$ cat src/coo2csr_ram.sv
module coo2csr_ram #(
  parameter int unsigned WIDTH = 8,
  parameter int unsigned DEPTH = 16,
  localparam int unsigned AddrW = (DEPTH > 1) ? $clog2(DEPTH) : 1
) (
  input  logic             clk_i,
  input  logic             we_i,
  input  logic [AddrW-1:0] waddr_i,
  input  logic [WIDTH-1:0] wdata_i,
  input  logic [AddrW-1:0] raddr_i,
  output logic [WIDTH-1:0] rdata_o
);

  logic [WIDTH-1:0] mem_q [DEPTH];
  logic [WIDTH-1:0] rdata_q;

  always_ff @(posedge clk_i) begin
    if (we_i) begin
      mem_q[waddr_i] <= wdata_i;
    end
    rdata_q <= mem_q[raddr_i];
  end

  assign rdata_o = rdata_q;

endmodule

$ cat config.mk
export PLATFORM = sky130hd
export DESIGN_NAME = coo2csr_ram
export DESIGN_NICKNAME = d
export VERILOG_FILES = /design/src/coo2csr_ram.sv
export SDC_FILE = /design/constraint.sdc
export NUM_CORES = 1
export LEC_CHECK = 0
export BUFFER_PORTS_ARGS = -buffer_cell sky130_fd_sc_hd__buf_2
export CORE_ASPECT_RATIO = 1.75
export CORE_MARGIN = 2
export CORE_UTILIZATION = 25
export DETAILED_ROUTE_END_ITERATION = 8
export PLACE_DENSITY = 0.42
export SYNTH_ARGS = -nofsm -noshare
export SYNTH_HDL_FRONTEND = slang
export SYNTH_SLANG_ARGS = --single-unit
$ cat constraint.sdc
create_clock -name clk_i -period 3.69 [get_ports clk_i]
set_clock_uncertainty 0.1 [all_clocks]
set_input_delay 0.5535 -clock clk_i [delete_from_list [all_inputs] [get_ports clk_i]]
set_output_delay 0.5535 -clock clk_i [all_outputs]
set_load 0.03 [all_outputs]
==> flow_metrics.py, run 1 <==
metrics = {
    "min_path": {
        "min_to": "mem_q[4][2]$_DFFE_PP_",
        "hold_depth": 1,
        "hp-class": "input pin to register",
        "hold_path.startpoint": "wdata_i[2]",
    },
    "setup_path": {
        "critPathKind": "input pin to register",
        "crit_required_ps": 3890,
        "rrSetupSlack_ps": 2210,
        "end_kind": "register",
        "critPathTopFamily": "buffers and inverters",
        "worstSetupStartpointType": "input pin",
        "critPathArrivalTime_ps": 2210,
        "crit_slowest_cell": "mux4_1",
        "cp_max_fo": 14,
        "crit_buf_inv": 2,
        "r2r_start": "mem_q[2][0]$_DFFE_PP_",
        "r2r-end": "rdata_o[0]$_DFF_P_",
        "slowest_delay_ps": 580,
        "rr_worst_depth": 3,
        "path_cells": "buf_2 > buf_4 > mux4_1 > a22oi_1 > nand2_1",
    },
    "global_routing": {
        "grt_pass1_wl_um": 17000,
        "grt_pass1_vias": 2638,
        "grt_max_degree": 33,
        "grt_usage_pct": 11.0,
        "gr-total-overflow": 0,
        "antenna_found_initial": 0,
    },
    "synthesis": {
        "synth_mux_area_share_pct": 15.0,
        "synth_ff_type": "edfxtp_1",
        "avgSynthCellArea_um2": 22.5,
        "syn_nets": 247,
        "synth_simple_gate_area_share_pct": 3.18,
        "synth_edf_count": 128,
        "synthArstFlopShare_pct": 0,
        "netlist_area_um2": 5150,
        "synth_top_family_by_area": "multiplexers",
        "yosys_register_bits": 136,
        "synthAdderAreaFrac_pct": 0,
        "synth_compound_area_share_pct": 2.33,
        "synth_cell_types": 19,
        "synth_xor_area_share_pct": 0,
        "ys_warn_count": 0,
        "netlist_instances": 229,
        "ys_seq_area_share_pct": 77.8,
    },
    "timing": {
        "relSlewSlack_pct": 30.4,
        "finalSetupViolCount": 0,
        "rsz0062_at_grt": "no",
        "fin_crit_ps": 2010,
        "finalSetupTns_ps": 0,
        "slew_violations": 0,
        "fmax_ghz": 0.497,
        "finalHoldViolations": 0,
        "worst-slew-pin-transition_ps": 1040,
        "final.period_utilization_pct": 54.6,
    },
    "cts": {
        "numCtsBuffers": 17,
        "cts_setup_buffers": 0,
        "cts.sinks": 136,
        "cts_tree": "yes",
        "cts_resized": 0,
        "ctsHoldBuffers": 0,
        "htree_levels": 4,
        "clock_latency_ps": 420,
        "cts_root_buffer": "clkbuf_16",
        "cts_buffer_depth": 2,
        "clk_pin_slew_ps": 60,
    },
    "routing": {
        "first_pass_iters": 5,
        "vias": 2385,
        "routed_wl_um": 11200,
        "drc_errors": 0,
        "antenna_left": 0,
        "initialDrtViolationCount": 119,
        "vias_per_cell": 4.47,
        "wl_per_cell_um": 21.0,
    },
    "die": {
        "rows": 69,
        "dieArea_um2": 21800,
        "start_util_pct": 25.4,
        "fp.dieH_um": 194,
        "coreArea_um2": 20300,
        "die_w_um": 112,
        "pin_count": 26,
    },
    "status": {
        "status": "finished, final reports clean",
    },
    "placement": {
        "dp.final_hpwl_um": 7690,
        "gp_congestion": 0.725,
        "portBuffers": 25,
        "dp_cells": 501,
    },
    "cells_and_area": {
        "utilization_pct": 30.2,
        "final_nets": 290,
        "final_common_cell": "edfxtp_1",
        "antenna_cells": 0,
        "area_delta_synth_final_pct": 19.2,
        "drive_gt1_share_pct": 29.5,
        "final_cell_mix": "edfxtp_1 (128), buf_2 (25), mux4_2 (18)",
        "finalNonFillerCells": 533,
        "fill_cells": 1927,
    },
    "power_and_ir_drop": {
        "ir_drop_uv": 237,
        "p_per_area_nw_per_um2": 575,
        "p_leak_nw": 2.01,
        "power.total_mw": 3.53,
    },
    "run": {
        "maxCapViolations": 0,
    },
}
==> per-stage QoR <==
stage / instance area (µm²) / setup slack [ps] / hold WS [ps]
finish: 6130 / 1680 / 421
global route: 6130 / 1540 / 418
CTS: 6130 / 1640 / 408
detailed placement: 5560 / 1200 / 579
global placement: 5560 / 1220 / 564
floorplan: 5150 / 1540 / 529
==> sequential cells by signal, indices dropped and copies added (netlist names) <==
| register | cells |
|---|---|
| mem_q | 128 |
| rdata_o | 8 |
==> routing by layer <==
layer | part of all wire, % | GRT usage, %
met5 | 0 | 0
met4 | 1.7 | 4.83
met3 | 2.7 | 2.97
met2 | 56 | 19.7
met1 | 39 | 12.1
==> power by group <==
group | total [mW] | internal (mW) | leakage, nW | switching, mW
clock network | 1.61 | 0.941 | 0.272 | 0.673
logic | 0.175 | 0.0646 | 0.517 | 0.110
registers | 1.74 | 1.73 | 1.22 | 0.00919
==> cell type report <==
type	count	area (µm²)	share of cell area, %
clock buffer	17	425	6.93
clock inverter	15	145	2.37
multi-input combinational	83	1060	17.2
sequential	136	4000	65.3
tap	248	310	5.06
timing repair buffer	34	193	3.14
==> cells in the mapped netlist (2+ instances only) <==
cell | number | area (µm²)
edfxtp_1 | 128 | 3840
mux4_2 | 18 | 405
a22oi_1 | 16 | 120
mux4_1 | 14 | 368
nor2_1 | 13 | 48.8
nand2_1 | 9 | 33.8
dfxtp_1 | 8 | 160
nor3_1 | 4 | 20.0
buf_2 | 3 | 15.0
buf_6 | 3 | 33.8
clkdlybuf4s25_2 | 3 | 30.0
nand2b_1 | 2 | 12.5
nand3b_1 | 2 | 15.0
==> worst reg2reg max path, delay by kind of cell, from the launching register on <==
family,cells,cell delay (ps)
DFF,1,380
muxes,1,500
and+or+nand+nor,1,110
AOI/OAI and AO/OA,1,280
==> cells by family (layout without fill, tap and decap cells) <==
logic type | after synthesis | in the layout
flip-flops | 136 | 136
AND/OR/NAND/NOR | 35 | 35
multiplexers | 32 | 32
AO/OA/AOI/OAI | 16 | 16
buffers and inverters | 10 | 66
==> worst max-delay path by stage <==
stage / end / depth (start not counted) / slack (ps) / from
global placement: rdata_o[5]$_DFF_P_ / 5 / 1220 / raddr_i[0]
finish: rdata_o[5]$_DFF_P_ / 5 / 1680 / raddr_i[0]
detailed placement: rdata_o[5]$_DFF_P_ / 5 / 1200 / raddr_i[0]
CTS: rdata_o[5]$_DFF_P_ / 5 / 1640 / raddr_i[0]
global route: rdata_o[5]$_DFF_P_ / 5 / 1540 / raddr_i[0]
floorplan: mem_q[0][0]$_DFFE_PP_ / 2 / 1540 / waddr_i[2]
Note: power is estimated with default switching activity, not from simulation.
==> inputs of run 2 (changes only) <==
--- a/config.mk
+++ b/config.mk
@@ -10,7 +10,7 @@
 export CORE_MARGIN = 2
 export CORE_UTILIZATION = 25
 export DETAILED_ROUTE_END_ITERATION = 8
-export PLACE_DENSITY = 0.42
+export PLACE_DENSITY = 0.44
 export SYNTH_ARGS = -nofsm -noshare
 export SYNTH_HDL_FRONTEND = slang
 export SYNTH_SLANG_ARGS = --single-unit
==> constraint.sdc (replaced) <==
create_clock -name clk_i -period 1.67 [get_ports clk_i]
set_clock_uncertainty 0.1 [all_clocks]
set_input_delay 0.2505 -clock clk_i [delete_from_list [all_inputs] [get_ports clk_i]]
set_output_delay 0.2505 -clock clk_i [all_outputs]
set_load 0.03 [all_outputs]
==> run 2 against run 1 <==
Final area is 4.5% higher. Largest power group is now the clock network. Via count is 2.6% higher. Combinational power is 140% higher.
==> flow_metrics.py, run 2 (synthesis results as in run 1) <==
metrics = {
    "cts": {
        "ctsHoldBuffers": 0,
        "cts_setup_buffers": 0,
        "cts_resized": 0,
        "numCtsBuffers": 17,
        "cts_buffer_depth": 2,
        "clk_pin_slew_ps": 60,
        "cts_tree": "yes",
        "clock_latency_ps": 410,
        "htree_levels": 4,
        "cts.sinks": 136,
        "cts_root_buffer": "clkbuf_16",
    },
    "routing": {
        "first_pass_iters": 4,
        "drc_errors": 0,
        "antenna_left": 0,
        "initialDrtViolationCount": 150,
        "vias_per_cell": 4.42,
        "routed_wl_um": 11700,
        "vias": 2447,
        "wl_per_cell_um": 21.2,
    },
    "setup_path": {
        "critPathArrivalTime_ps": 1640,
        "worstSetupStartpointType": "register",
        "end_kind": "register",
        "crit_buf_inv": 0,
        "path_cells": "mux4_1 > a22oi_1 > nand2_1",
        "cp_max_fo": 1,
        "rr_worst_depth": 3,
        "critPathKind": "register to register",
        "cp.depth": 3,
        "slowest_delay_ps": 500,
        "rrSetupSlack_ps": 230,
        "crit_required_ps": 1870,
        "critPathTopFamily": "multiplexers",
        "crit_slowest_cell": "mux4_1",
    },
    "timing": {
        "layout_setup_ws_ps": 226,
        "fin_hold_ws_ps": 121,
        "worst-slew-pin-transition_ps": 975,
        "slew_violations": 0,
        "rsz0062_at_grt": "no",
        "fin_crit_ps": 1440,
        "final.period_utilization_pct": 86.5,
        "finalSetupViolCount": 0,
        "fmax_ghz": 0.692,
        "finalHoldViolations": 0,
        "relSlewSlack_pct": 34.8,
    },
    "power_and_ir_drop": {
        "p_per_area_nw_per_um2": 1290,
        "power.total_mw": 8.26,
        "p_leak_nw": 2.18,
        "ir_drop_uv": 586,
    },
    "cells_and_area": {
        "antenna_cells": 0,
        "drive_gt1_share_pct": 33.4,
        "largest_reg_flops": 128,
        "final_cell_mix": "edfxtp_1 (128), buf_2 (25), buf_4 (24)",
        "finalNonFillerCells": 553,
        "top_register": "mem_q",
        "area_delta_synth_final_pct": 24.6,
        "final_nets": 310,
        "final_common_cell": "edfxtp_1",
    },
    "global_routing": {
        "grt_max_degree": 20,
        "antenna_found_initial": 0,
        "gr-total-overflow": 0,
        "grt_pass1_wl_um": 17500,
        "grt_pass1_vias": 2711,
        "grt_usage_pct": 11.4,
    },
    "die": {
        "coreArea_um2": 20300,
        "pin_count": 26,
        "dieArea_um2": 21800,
        "rows": 69,
        "die_w_um": 112,
        "start_util_pct": 25.4,
        "fp.dieH_um": 194,
    },
    "placement": {
        "gp_congestion": 0.707,
        "pre_cts_slack_ps": -144,
        "dp_cells": 521,
        "dp.final_hpwl_um": 8080,
        "portBuffers": 25,
    },
    "run": {
        "maxCapViolations": 0,
    },
    "status": {
        "status": "finished, final reports clean",
    },
    "min_path": {
        "hp-class": "input pin to register",
        "hold_depth": 1,
    },
}
run 2: final timing paths:
check	from	endpoint
worst max-delay path	mem_q[1][5]$_DFFE_PP_	rdata_o[5]$_DFF_P_
worst min-delay path	wdata_i[1]	mem_q[12][1]$_DFFE_PP_
worst max register to register	mem_q[1][5]$_DFFE_PP_	rdata_o[5]$_DFF_P_
worst min register to register	mem_q[4][0]$_DFFE_PP_	rdata_o[0]$_DFF_P_
run 2: area by class of cell:
cell class                      instances  area (µm²)
Clock buffer                           18         429
Fill cell                            1954       13900
Tap cell                              248         310
Sequential cell                       136        4000
Timing Repair Buffer                   54         405
Clock inverter                         14         203
Multi-Input combinational cell         83        1060
run 2: metal layers:
| layer | up-vias | wire (µm) | GRT usage [%] |
|---|---|---|---|
| met4 | 0 | 236 | 5.42 |
| met3 | 14 | 190 | 2.38 |
| met5 | - | 0 | 0 |
| met2 | 47 | 6580 | 20.6 |
| met1 | 1290 | 4710 | 12.7 |
| li1 | 1096 | - | - |
run 2: per-stage QoR:
step	util (%)	cell area, µm²	TNS [ps]
after global placement	28.5	5780	-1960
final	31.6	6410	0
after detailed placement	28.5	5780	-1760
after global routing	31.6	6410	0
after CTS	31.6	6410	0
after floorplan	-	5150	0
run 2: report_power, final:
group          internal (mW)  total (mW)  switching (mW)
clock network           2.63        3.99            1.36
registers               3.82        3.84          0.0265
logic                  0.172       0.426           0.254
